==> config.mk <==
export PLATFORM = sky130hd
export DESIGN_NAME = voice_activity_hysteresis_detector_top
export DESIGN_NICKNAME = d
export VERILOG_FILES = /design/src/hdl/vahd_pkg.sv /design/src/hdl/voice_activity_hysteresis_detector_top.sv /design/src/hdl/vahd_regs.sv /design/src/hdl/vahd_fsm.sv
export VERILOG_INCLUDE_DIRS = /design/src /design/src/hdl
export SDC_FILE = /design/constraint.sdc
export NUM_CORES = 1
export LEC_CHECK = 0
export BUFFER_PORTS_ARGS = -buffer_cell sky130_fd_sc_hd__buf_4
export CAP_MARGIN = 20
export CORE_MARGIN = 2
export CORE_UTILIZATION = 55
export CTS_CLUSTER_DIAMETER = 60
export DETAILED_ROUTE_END_ITERATION = 16
export GPL_ROUTABILITY_DRIVEN = 0
export HOLD_SLACK_MARGIN = 0.06
export PLACE_DENSITY = 0.81
export SLEW_MARGIN = 5
export SYNTH_ARGS = -nofsm -noshare
export SYNTH_HDL_FRONTEND = slang
export SYNTH_SLANG_ARGS = --single-unit
==> constraint.sdc <==
create_clock -name aclk -period 6 [get_ports aclk]
set_input_delay 1.8 -clock aclk [delete_from_list [all_inputs] [get_ports aclk]]
set_output_delay 1.8 -clock aclk [all_outputs]
set_load 0.005 [all_outputs]
==> src/hdl/assert_macros.svh <==
// ----------------------------------------------------------------------------
// assert_macros.svh
// assertion shorthands, clocked on aclk and quiet while aresetn is low
// ----------------------------------------------------------------------------
`ifndef ASSERT_MACROS_SVH
`define ASSERT_MACROS_SVH

// same-cycle implication
`define VAHD_ASSERT(lbl, ante, cons, msg) \
    lbl: assert property (@(posedge aclk) disable iff (!aresetn) (ante) |-> (cons)) \
        else $error(msg);

// next-cycle implication
`define VAHD_ASSERT_NEXT(lbl, ante, cons, msg) \
    lbl: assert property (@(posedge aclk) disable iff (!aresetn) (ante) |=> (cons)) \
        else $error(msg);

`endif

==> src/hdl/vahd_pkg.sv <==
// ----------------------------------------------------------------------------
// vahd_pkg
// types, constants and helpers shared by the voice activity detector
// ----------------------------------------------------------------------------
`default_nettype none

package vahd_pkg;

    localparam logic [15:0] TICK_MS  = 16'd50;
    localparam logic [15:0] TIME_MAX = 16'hFFFF;

    localparam logic [15:0] RST_START_TH   = 16'd29491;
    localparam logic [15:0] RST_STOP_TH    = 16'd16384;
    localparam logic [15:0] RST_SILENCE_MS = 16'd800;
    localparam logic [15:0] RST_MIN_MS     = 16'd300;
    localparam logic [15:0] RST_MAX_MS     = 16'd8000;
    localparam logic [17:0] RST_BUF_LIMIT  = 18'd128000;
    localparam logic [17:0] RST_MIN_SAMP   = 18'd1600;

    localparam int unsigned ADDR_W = 5;

    typedef enum logic [2:0] {
        REG_START_TH   = 3'd0,
        REG_STOP_TH    = 3'd1,
        REG_SILENCE_MS = 3'd2,
        REG_MIN_MS     = 3'd3,
        REG_MAX_MS     = 3'd4,
        REG_BUF_LIMIT  = 3'd5,
        REG_MIN_SAMP   = 3'd6
    } reg_idx_t;

    typedef enum logic [1:0] {
        PH_SILENCE   = 2'd0,
        PH_CANDIDATE = 2'd1,
        PH_SPEAKING  = 2'd2
    } phase_t;

    typedef struct packed {
        logic [15:0] start_threshold;
        logic [15:0] stop_threshold;
        logic [15:0] silence_limit_ms;
        logic [15:0] min_speech_ms;
        logic [15:0] max_speech_ms;
        logic [17:0] buffer_limit;
        logic [17:0] min_samples;
    } cfg_t;

    typedef struct packed {
        logic        capture_ready;
        logic [15:0] amplitude;
        logic [11:0] samples_read;
        logic        recognizer_ready;
    } item_t;

    typedef struct packed {
        logic [1:0]  detector_state;
        logic        speech_started;
        logic        speech_ended;
        logic [17:0] captured_samples;
        logic        run_recognizer;
    } result_t;

    // add one tick to a millisecond counter, saturating
    function automatic logic [15:0] tick_add(input logic [15:0] t);
        logic [16:0] s;
        s = {1'b0, t} + {1'b0, TICK_MS};
        return s[16] ? TIME_MAX : s[15:0];
    endfunction

endpackage

`default_nettype wire

==> src/hdl/voice_activity_hysteresis_detector_top.sv <==
// ----------------------------------------------------------------------------
// voice_activity_hysteresis_detector_top
// energy threshold voice activity detector with hysteresis
// ----------------------------------------------------------------------------
// usage:
//   s_ channel: one transaction per 50 ms tick (ready flags, rms amplitude,
//   sample count). m_ channel: exactly one result transaction per tick
//   (phase after the tick, start/end pulses, captured count, recognizer
//   request). apb port: seven 32-bit registers at byte offsets 0..24.
//   flow: an accepted tick waits in the input register, then its result
//   is registered in the output register and presented on m_.
//   throughput: one tick per cycle while m_tready holds high, set by the single
//   registered pass through the state machine between input and output registers.
//   reset (aresetn low, synchronous): registers to defaults, phase to
//   silence, counters cleared, both pipeline stages emptied.
//   receiver stall: the output register holds its result, the input
//   register still takes one more tick, then s_tready drops until m_tready
//   returns; nothing is dropped or repeated.
//   the user must write configuration while no tick is in flight; the block does not enforce it.
// ----------------------------------------------------------------------------
`default_nettype none

`include "assert_macros.svh"

module voice_activity_hysteresis_detector_top
    import vahd_pkg::*;
(
    input  wire logic              aclk,
    input  wire logic              aresetn,
    // apb configuration
    input  wire logic              psel,
    input  wire logic              penable,
    input  wire logic              pwrite,
    input  wire logic [ADDR_W-1:0] paddr,
    input  wire logic [31:0]       pwdata,
    output logic      [31:0]       prdata,
    output logic                   pready,
    // tick input
    input  wire logic              s_tvalid,
    output logic                   s_tready,
    // capture_ready[0], amplitude[16:1], samples_read[28:17],
    // recognizer_ready[29], zero[31:30]
    input  wire logic [31:0]       s_tdata,
    // result output
    output logic                   m_tvalid,
    input  wire logic              m_tready,
    // detector_state[1:0], speech_started[2], speech_ended[3],
    // captured_samples[21:4], run_recognizer[22], zero[23]
    output logic      [23:0]       m_tdata
);

    cfg_t    cfg;
    item_t   in_item_reg;
    item_t   in_item_next;
    logic    in_valid_reg, in_valid_next;
    result_t res;
    result_t out_res_reg;
    logic    out_valid_reg, out_valid_next;
    logic    in_take;
    logic    advance;
    logic    fire;

    // register file
    vahd_regs u_regs (
        .aclk    (aclk),
        .aresetn (aresetn),
        .psel    (psel),
        .penable (penable),
        .pwrite  (pwrite),
        .paddr   (paddr),
        .pwdata  (pwdata),
        .prdata  (prdata),
        .pready  (pready),
        .cfg     (cfg)
    );

    // output stage frees up when empty or being drained this cycle
    assign advance  = !out_valid_reg || m_tready;
    assign fire     = in_valid_reg && advance;
    // input stage takes a tick when empty or moving on
    assign s_tready = !in_valid_reg || advance;
    assign in_take  = s_tvalid && s_tready;

    // unpack the input transaction
    always_comb begin
        in_item_next.capture_ready    = s_tdata[0];
        in_item_next.amplitude        = s_tdata[16:1];
        in_item_next.samples_read     = s_tdata[28:17];
        in_item_next.recognizer_ready = s_tdata[29];
    end

    always_comb begin
        if (in_take) begin
            in_valid_next = 1'b1;
        end else if (advance) begin
            in_valid_next = 1'b0;
        end else begin
            in_valid_next = in_valid_reg;
        end
        if (fire) begin
            out_valid_next = 1'b1;
        end else if (m_tready) begin
            out_valid_next = 1'b0;
        end else begin
            out_valid_next = out_valid_reg;
        end
    end

    // state machine: state updates on fire, result is combinational
    vahd_fsm u_fsm (
        .aclk    (aclk),
        .aresetn (aresetn),
        .cfg     (cfg),
        .item    (in_item_reg),
        .fire    (fire),
        .res     (res)
    );

    // valid flags
    always_ff @(posedge aclk) begin
        if (!aresetn) begin
            in_valid_reg  <= 1'b0;
            out_valid_reg <= 1'b0;
        end else begin
            in_valid_reg  <= in_valid_next;
            out_valid_reg <= out_valid_next;
        end
    end

    // payload registers, no reset needed
    always_ff @(posedge aclk) begin
        if (in_take) begin
            in_item_reg <= in_item_next;
        end
        if (fire) begin
            out_res_reg <= res;
        end
    end

    // pack the result transaction
    assign m_tvalid = out_valid_reg;
    assign m_tdata  = {1'b0,
                       out_res_reg.run_recognizer,
                       out_res_reg.captured_samples,
                       out_res_reg.speech_ended,
                       out_res_reg.speech_started,
                       out_res_reg.detector_state};

    // a segment cannot start and end on the same tick
    `VAHD_ASSERT(a_no_start_and_end, m_tvalid, !(m_tdata[2] && m_tdata[3]), "start and end together")
    // recognition only requested on an end tick
    `VAHD_ASSERT(a_run_needs_end, m_tvalid && m_tdata[22], m_tdata[3], "run without end")
    // an ended segment leaves the detector in silence
    `VAHD_ASSERT(a_end_to_silence, m_tvalid && m_tdata[3], m_tdata[1:0] == PH_SILENCE, "end not silence")
    // a processed tick always lands in the output register
    `VAHD_ASSERT_NEXT(a_fire_gives_out, fire, out_valid_reg, "result lost")

endmodule

`default_nettype wire

==> src/hdl/vahd_regs.sv <==
// ----------------------------------------------------------------------------
// vahd_regs
// apb configuration register file
// ----------------------------------------------------------------------------
`default_nettype none

module vahd_regs
    import vahd_pkg::*;
(
    input  wire logic              aclk,
    input  wire logic              aresetn,
    input  wire logic              psel,
    input  wire logic              penable,
    input  wire logic              pwrite,
    input  wire logic [ADDR_W-1:0] paddr,
    input  wire logic [31:0]       pwdata,
    output logic      [31:0]       prdata,
    output logic                   pready,
    output cfg_t                   cfg
);

    cfg_t     cfg_reg;
    cfg_t     cfg_next;
    reg_idx_t idx;
    logic     wr_en;

    assign pready = 1'b1;
    assign idx    = reg_idx_t'(paddr[ADDR_W-1:2]);
    assign wr_en  = psel && penable && pwrite && pready;
    assign cfg    = cfg_reg;

    always_comb begin
        cfg_next = cfg_reg;
        if (wr_en) begin
            case (idx)
                REG_START_TH:   cfg_next.start_threshold  = pwdata[15:0];
                REG_STOP_TH:    cfg_next.stop_threshold   = pwdata[15:0];
                REG_SILENCE_MS: cfg_next.silence_limit_ms = pwdata[15:0];
                REG_MIN_MS:     cfg_next.min_speech_ms    = pwdata[15:0];
                REG_MAX_MS:     cfg_next.max_speech_ms    = pwdata[15:0];
                REG_BUF_LIMIT:  cfg_next.buffer_limit     = pwdata[17:0];
                REG_MIN_SAMP:   cfg_next.min_samples      = pwdata[17:0];
                default: begin
                end
            endcase
        end
    end

    always_ff @(posedge aclk) begin
        if (!aresetn) begin
            cfg_reg.start_threshold  <= RST_START_TH;
            cfg_reg.stop_threshold   <= RST_STOP_TH;
            cfg_reg.silence_limit_ms <= RST_SILENCE_MS;
            cfg_reg.min_speech_ms    <= RST_MIN_MS;
            cfg_reg.max_speech_ms    <= RST_MAX_MS;
            cfg_reg.buffer_limit     <= RST_BUF_LIMIT;
            cfg_reg.min_samples      <= RST_MIN_SAMP;
        end else begin
            cfg_reg <= cfg_next;
        end
    end

    always_comb begin
        case (idx)
            REG_START_TH:   prdata = {16'd0, cfg_reg.start_threshold};
            REG_STOP_TH:    prdata = {16'd0, cfg_reg.stop_threshold};
            REG_SILENCE_MS: prdata = {16'd0, cfg_reg.silence_limit_ms};
            REG_MIN_MS:     prdata = {16'd0, cfg_reg.min_speech_ms};
            REG_MAX_MS:     prdata = {16'd0, cfg_reg.max_speech_ms};
            REG_BUF_LIMIT:  prdata = {14'd0, cfg_reg.buffer_limit};
            REG_MIN_SAMP:   prdata = {14'd0, cfg_reg.min_samples};
            default:        prdata = 32'd0;
        endcase
    end

endmodule

`default_nettype wire

==> src/hdl/vahd_fsm.sv <==
// ----------------------------------------------------------------------------
// vahd_fsm
// detector state machine with duration and sample counters
// ----------------------------------------------------------------------------
`default_nettype none

module vahd_fsm
    import vahd_pkg::*;
(
    input  wire logic  aclk,
    input  wire logic  aresetn,
    input  wire cfg_t  cfg,
    input  wire item_t item,
    input  wire logic  fire,
    output result_t    res
);

    phase_t      phase_reg,   phase_next;
    logic [15:0] speech_reg,  speech_next;
    logic [15:0] silence_reg, silence_next;
    logic [17:0] total_reg,   total_next;

    logic [15:0] speech_inc;
    logic [15:0] silence_inc;
    logic [18:0] sum_wide;
    logic [17:0] total_add;
    logic        above_start;
    logic        above_stop;
    logic        confirm;
    logic        seg_end;

    // shared datapath terms
    always_comb begin
        speech_inc  = tick_add(speech_reg);
        above_start = item.amplitude > cfg.start_threshold;
        above_stop  = item.amplitude > cfg.stop_threshold;
        silence_inc = above_stop ? 16'd0 : tick_add(silence_reg);
        sum_wide    = {1'b0, total_reg} + {7'd0, item.samples_read};
        if (total_reg < cfg.buffer_limit) begin
            total_add = (sum_wide > {1'b0, cfg.buffer_limit}) ? cfg.buffer_limit
                                                                : sum_wide[17:0];
        end else begin
            total_add = total_reg;
        end
        confirm = above_start && (speech_inc >= cfg.min_speech_ms);
        seg_end = (silence_inc >= cfg.silence_limit_ms) ||
                  (speech_inc >= cfg.max_speech_ms) ||
                  (total_add >= cfg.buffer_limit);
    end

    // next state
    always_comb begin
        phase_next = phase_reg;
        if (item.capture_ready) begin
            case (phase_reg)
                PH_CANDIDATE: begin
                    if (!above_start) begin
                        phase_next = PH_SILENCE;
                    end else if (confirm) begin
                        phase_next = PH_SPEAKING;
                    end
                end
                PH_SPEAKING: begin
                    if (seg_end) begin
                        phase_next = PH_SILENCE;
                    end
                end
                default: begin
                    phase_next = above_start ? PH_CANDIDATE : PH_SILENCE;
                end
            endcase
        end
    end

    // counters and result
    always_comb begin
        speech_next  = speech_reg;
        silence_next = silence_reg;
        total_next   = total_reg;
        res.detector_state   = phase_next;
        res.speech_started   = 1'b0;
        res.speech_ended     = 1'b0;
        res.captured_samples = 18'd0;
        res.run_recognizer   = 1'b0;
        if (item.capture_ready) begin
            case (phase_reg)
                PH_CANDIDATE: begin
                    speech_next = speech_inc;
                    if (above_start && confirm) begin
                        silence_next       = 16'd0;
                        total_next         = 18'd0;
                        res.speech_started = 1'b1;
                    end
                end
                PH_SPEAKING: begin
                    speech_next  = speech_inc;
                    silence_next = silence_inc;
                    total_next   = total_add;
                    if (seg_end) begin
                        res.speech_ended     = 1'b1;
                        res.captured_samples = total_add;
                        res.run_recognizer   = (total_add >= cfg.min_samples) &&
                                               item.recognizer_ready;
                        speech_next  = 16'd0;
                        silence_next = 16'd0;
                        total_next   = 18'd0;
                    end
                end
                default: begin
                    if (above_start) begin
                        speech_next = 16'd0;
                    end
                end
            endcase
        end
    end

    always_ff @(posedge aclk) begin
        if (!aresetn) begin
            phase_reg   <= PH_SILENCE;
            speech_reg  <= 16'd0;
            silence_reg <= 16'd0;
            total_reg   <= 18'd0;
        end else if (fire) begin
            phase_reg   <= phase_next;
            speech_reg  <= speech_next;
            silence_reg <= silence_next;
            total_reg   <= total_next;
        end
    end

endmodule

`default_nettype wire
### Yosys cells after proc, flatten, opt, wreduce, memory -nomap -nowiden

Cells that the tools add are included.

| word-level totals | value |
|---|---|
| register bits | 223 |
| bits of input ports | 76 |
| logic and storage cells | 100 |

| cells by class | value |
|---|---|
| equality and inequality tests | 9 |
| reduce and logical (&&, ||, !) cells | 30 |
| $add $sub $neg | 3 |
| mux-type cells | 27 |
| order comparisons | 9 |

Operator list:

| cell | count |
|---|---|
| $pmux W18 S7 | 1 |
| $mux W16 | 7 |
| $mux W18 | 4 |
| $pmux W16 S2 | 2 |
| $ge A16 B16 Y1 | 3 |
| $ge A18 B18 Y1 | 2 |
| $pmux W18 S2 | 1 |
| $add A16 B6 Y17 const B | 2 |
| $gt A16 B16 Y1 | 2 |
| $mux W20 | 1 |
| $add A18 B12 Y19 | 1 |
| $gt A19 B18 Y1 | 1 |
| $lt A18 B18 Y1 | 1 |
| $reduce_and A2 Y1 | 9 |
| $eq A3 B3 Y1 const B | 3 |
| $mux W2 | 4 |
| $logic_and A1 B1 Y1 | 7 |
| $eq A3 B2 Y1 const B | 2 |
| $mux W1 | 6 |
| $reduce_and A3 Y1 | 2 |
| $reduce_bool A2 Y1 | 3 |
| $logic_or A1 B1 Y1 | 4 |
| $pmux W2 S2 | 1 |
| $reduce_and A4 Y1 | 1 |
| other kinds (7) | 8 |

### Longest topological paths before layout

| logic depth | value |
|---|---|
| depth in word-level cells | 9 |
| depth in mapped cells | 33 |
| mapped depth without buffers | 29 |

### By module

A second synthesis with hierarchy kept.

| unflattened totals | value |
|---|---|
| cell total of the unflattened synthesis | 1689 |
| area, all modules | 14889.3 µm² |

Modules (own cells, without submodules):

| module | cells each | area each (µm²) | times used |
|---|---|---|---|
| vahd_fsm | 1019 | 7639.8 | 1 |
| vahd_regs | 606 | 5542.8 | 1 |
| voice_activity_hysteresis_detector_top | 64 | 1706.6 | 1 |

### Worst setup path before layout

OpenSTA, ideal clock, no wires.

| path | value |
|---|---|
| kind | register to register |
| start | register u_fsm.total_reg[0] |
| end | register u_fsm.speech_reg[7] |
| path slack | -0.155 ns |
| path buffers | 3 |
| cell stages (with the launch flop) | 29 |
| setup time | 0.117 ns |
| arrival time | 6.039 ns |
| period minus slack after synthesis | 6.155 ns |
| path through | dfxtp_1 ha_1 inv_1 fa_1 nor2b_1 o211ai_1 a31oi_1 a21oi_1 o21ai_0 xnor2_1 ha_1 nand4_1 a211oi_1 a2111o_1 a211o_1 a22oi_4 buf_6 mux2_2 mux2_2 ha_1 nand3_1 or2_2 o311ai_1 nor3b_4 o21a_1 and4_1 buf_6 buf_12 a22o_1 |

| on the way | value |
|---|---|
| longest elaborated chain between the ends | 8 |
| elaborated cells between the ends (all ways) | 9 |
| classes of those cells | add/sub: 1; order compare: 3; mux: 4; reduce/logical: 1 |

RTL lines:

| item | RTL line | text |
|---|---|---|
| start, declared | vahd_fsm.sv:21 | `logic [17:0] total_reg, total_next;` |
| start signal, assigned | vahd_fsm.sv:128 | `total_reg <= total_next;` |
| $add A18 B12 Y19 | vahd_fsm.sv:38 | `sum_wide = {1'b0, total_reg} + {7'd0, item.samples_read};` |
| $gt A19 B18 Y1 | vahd_fsm.sv:40 | `total_add = (sum_wide > {1'b0, cfg.buffer_limit}) ? cfg.buffer_limit` |
| $mux W18 | vahd_fsm.sv:40 |  |
| $mux W18 * | vahd_fsm.sv:39 | `if (total_reg < cfg.buffer_limit) begin` |
| via u_fsm.total_add[13] | vahd_fsm.sv:26 | `logic [17:0] total_add;` |
| $ge A18 B18 Y1 * | vahd_fsm.sv:48 | `(total_add >= cfg.buffer_limit);` |
| $logic_or A1 B1 Y1 * | vahd_fsm.sv:47 | `(speech_inc >= cfg.max_speech_ms) \|\|` |
| $mux W16 * | vahd_fsm.sv:99 | `if (seg_end) begin` |
| $pmux W16 S2 * | vahd_fsm.sv:86 | `case (phase_reg)` |
| end signal, assigned | vahd_fsm.sv:126 | `speech_reg <= speech_next;` |
| end, declared | vahd_fsm.sv:19 | `logic [15:0] speech_reg, speech_next;` |

Mark *: on every way through the listed nets, which the timed path passes. The rest lies on a longest branch.
A chain may end at the register's enable or synchronous reset.

### Worst setup path in the final report

| path | value |
|---|---|
| start | register in_item_reg[1] (netlist bit) |
| end | register u_fsm.speech_reg[4] |

| on the way | value |
|---|---|
| longest elaborated chain between the ends | 8 |

RTL lines:

| item | RTL line | text |
|---|---|---|
| start, declared | voice_activity_hysteresis_detector_top.sv:53 | `item_t in_item_reg;` |
| start signal, assigned | voice_activity_hysteresis_detector_top.sv:133 | `in_item_reg <= in_item_next;` |
| $add A18 B12 Y19 * | vahd_fsm.sv:38 |  |
| $gt A19 B18 Y1 | vahd_fsm.sv:40 |  |
| $mux W18 * | vahd_fsm.sv:40 |  |
| $mux W18 * | vahd_fsm.sv:39 |  |
| via u_fsm.total_add[10] | vahd_fsm.sv:26 |  |
| $ge A18 B18 Y1 * | vahd_fsm.sv:48 |  |
| $logic_or A1 B1 Y1 * | vahd_fsm.sv:47 |  |
| $mux W16 * | vahd_fsm.sv:99 |  |
| $pmux W16 S2 * | vahd_fsm.sv:86 |  |

Marks and branches as above.

==> results.py <==
metrics = {
    "clocking": {
        "cts_tree": "built",
        "cts_max_level": 1,
        "cts_buffers": 28,
        "cts_buffer_depth": 3,
        "cts-root-buf": "clkbuf_16",
        "clkLatencyLatePin_ns": 0.56,
        "cts.clk_slew.worst_paths_ns": 0.06,
        "holdBufCountCts": 0,
        "cts.sinks": 223,
    },
    "critical_path": {
        "cp-startpoint": "in_item_reg[1]",
        "regToRegEndpoint": "u_fsm.speech_reg[4]",
        "crit_end": "u_fsm.speech_reg[4]",
        "timing.rr.start": "in_item_reg[1]",
        "worst_ep_required_time_ns": 6.50,
        "cpMaxStageDelayCell": "a2111o_1",
        "worstPathArrival_ns": 7.10,
        "r2r_cells": 32,
        "startpoint_type": "flop",
        "path_max_fanout": 7,
        "cp-end-kind": "flop",
        "critPathMaxStageDelay_ns": 0.43,
        "worstSetupPathType": "reg -> reg",
        "rrSetupSlack_ns": -0.60,
    },
    "route": {
        "post_drt_wl_per_cell_um": 20.3,
        "first_pass_iters": 6,
        "drc": 0,
        "drtIter0Drc": 1703,
        "ant_nets": 0,
        "via_per_inst": 6.10,
        "vias": 13800,
        "wl_um": 45900,
    },
    "finish": {
        "fin_area_um2": 18000,
        "fin_cells": 2261,
        "num-fill-cells": 1892,
        "drive_above_1_share": 0.231,
        "syn2layout_area_growth_pct": 25.0,
        "largest_register_ffs": 116,
        "nets": 2150,
        "fin_util": 0.696,
    },
    "yosys": {
        "synth_top_area_share": 0.237,
        "ys_top_cells_by_count": "nand2_1, dfxtp_1, ha_1",
        "synth_seq_cells": 223,
        "yosys.area.top_type": "dfxtp_1",
        "ys_warn_count": 0,
        "ys_top_cells_by_area": "dfxtp_1, ha_1, edfxtp_1, nand2_1, a21boi_0",
        "synth-main-ff-cell": "dfxtp_1",
        "synth-edff-count": 53,
        "yosysUniqueCellTypes": 82,
        "synth-seq-area-share": 0.347,
        "syn-cell-area_um2": 14400,
        "synth_cells": 1676,
        "async_flop_share": 0,
        "avgSynthCellArea_um2": 8.59,
        "yosysMostFrequentCell": "nand2_1",
    },
    "sta": {
        "report.final.setup_viol": 74,
        "finalSetupTns_ns": -35.93,
        "rsz0062_at_grt": "true",
        "worst_pin_slew_ns": 1.07,
        "slew_viol_final": 0,
        "slew_headroom": 0.286,
        "hold_viol_final": 0,
        "skew_ns": 0.0169,
        "fmax_mhz": 151,
        "fin_crit_sh": 1.10,
        "fin_ws_ns": -0.601,
        "finalCriticalPeriod_ns": 6.60,
    },
    "placement": {
        "numPortBuffers": 100,
        "hpwl_um": 31500,
        "placed_area_um2": 16100,
        "placed_cells": 2155,
    },
    "run_status": {
        "status": "complete, but fails checks",
        "violations": "negative setup slack",
    },
    "floorplan": {
        "rows": 59,
        "fp.coreArea_um2": 25800,
        "io_pins": 135,
        "die_h_um": 166,
        "dieArea_um2": 27500,
        "initial_core_util": 0.557,
        "die_w_um": 166,
    },
    "pwr": {
        "ir_worst_vdd_uv": 212,
        "p_leak_nw": 7.69,
        "power_per_cell_area_nw_per_um2": 198,
    },
    "global_route": {
        "grt_antenna_before_repair": 0,
        "grt_max_degree": 117,
        "grt_pass1_vias": 13500,
        "grt_overflow": 0,
        "grt_first_pass_wirelength_um": 69600,
        "grt_util_all_layers": 0.311,
    },
    "min_path": {
        "hp-class": "reg -> reg",
    },
    "flow_run": {
        "drv_cap": 0,
    },
}
-- how the worst min path moves through the flow --
stage / start / endpoint / slack (ns) / depth (start not counted)
finish: u_regs.cfg[106] / u_regs.cfg[106] / 0.47 / 2
global route: u_regs.cfg[43] / u_regs.cfg[43] / 0.50 / 2
CTS: u_regs.cfg[106] / u_regs.cfg[106] / 0.47 / 2
detailed placement: u_regs.cfg[106] / u_regs.cfg[106] / 0.46 / 2
global placement: u_regs.cfg[58] / u_regs.cfg[58] / 0.45 / 2
floorplan: u_regs.cfg[25] / u_regs.cfg[25] / 0.44 / 2
-- power breakdown --
group	switching (mW)	internal (mW)	total, mW
combinational	0.204	0.157	0.361
clock	0.667	0.957	1.62
sequential	0.0148	1.57	1.58
-- critical path, delay by kind of cell (launching register included) --
family          cells  cell delay (ns)
fa+ha+maj           4             1.11
buf+inv             8             0.94
xor+xnor            1             0.22
flops               1             0.33
simple gates        6             1.14
compound gates     13             2.80
-- cells in the final DEF, fill, tap and decap left out, types with 6 or more instances in the layout --
cell	n
nand2_1	297
buf_4	253
dfxtp_1	169
ha_1	157
inv_1	139
a21boi_0	86
a21oi_1	76
nor2_1	63
o21ai_0	56
edfxtp_1	53
o211ai_1	41
a22o_1	30
clkbuf_16	30
nand3_1	27
nand4_1	24
mux2i_1	22
nor2b_1	21
xnor2_1	18
buf_6	18
a21o_1	16
a21oi_2	16
conb_1	16
nor3_1	15
nand2b_1	14
o21ai_1	14
xor2_1	14
and2_4	13
a211oi_1	10
and3_1	10
a22oi_1	10
ha_4	9
clkinv_2	9
and2_1	8
o221ai_1	8
mux4_2	8
o21a_1	7
a31oi_1	7
a211o_1	6
and4_1	6
-- kinds of logic after synthesis --
| kind of cell | synth area share |
|---|---|
| XOR/XNOR | 0.0213 |
| AND/OR/NAND/NOR | 0.169 |
| multiplexers | 0.0357 |
| buffers and inverters | 0.0693 |
| AO/OA/AOI/OAI | 0.210 |
| other | 0.000522 |
| adder cells (fa/ha/maj) | 0.147 |
| flip-flops | 0.347 |
-- per-stage QoR --
stage	power, mW	hold slack (ns)	worst slack, ns
6_report	3.56	0.466	-0.601
3_3_place_gp	1.92	0.452	-0.456
3_5_place_dp	1.93	0.459	-0.587
5_1_grt	3.67	0.496	-0.892
2_1_floorplan	1.78	0.443	0.00931
4_1_cts	3.55	0.467	-0.322
-- layer usage --
layer  up-vias  share of wire  track usage
met3       184          0.095       0.0555
met1      6464           0.37        0.382
met2       781           0.47        0.516
li1       6364              -            -
met4         0          0.064        0.180
met5         -              0            0
-- what timing repair did --
item,4_1_cts,5_1_grt
hold endpoints to repair,0,0
resized for setup,61,60
endpoints found under the setup margin,74,74
pin swaps,46,67
cloned,1,1
buffers inserted,40,18
-- area by class of cell --
type / count / area, um^2 / share of cell area
multi-input cells: 1235 / 8940 / 0.497
inverters: 142 / 538 / 0.0299
diodes: 1 / 2.50 / 0.000139
well taps: 335 / 419 / 0.0233
flip-flops and latches: 223 / 5000 / 0.278
clock buffers: 34 / 774 / 0.0431
clock inverters: 15 / 121 / 0.00675
repair buffers: 276 / 2200 / 0.122
Power figures use the tool's default switching activity.
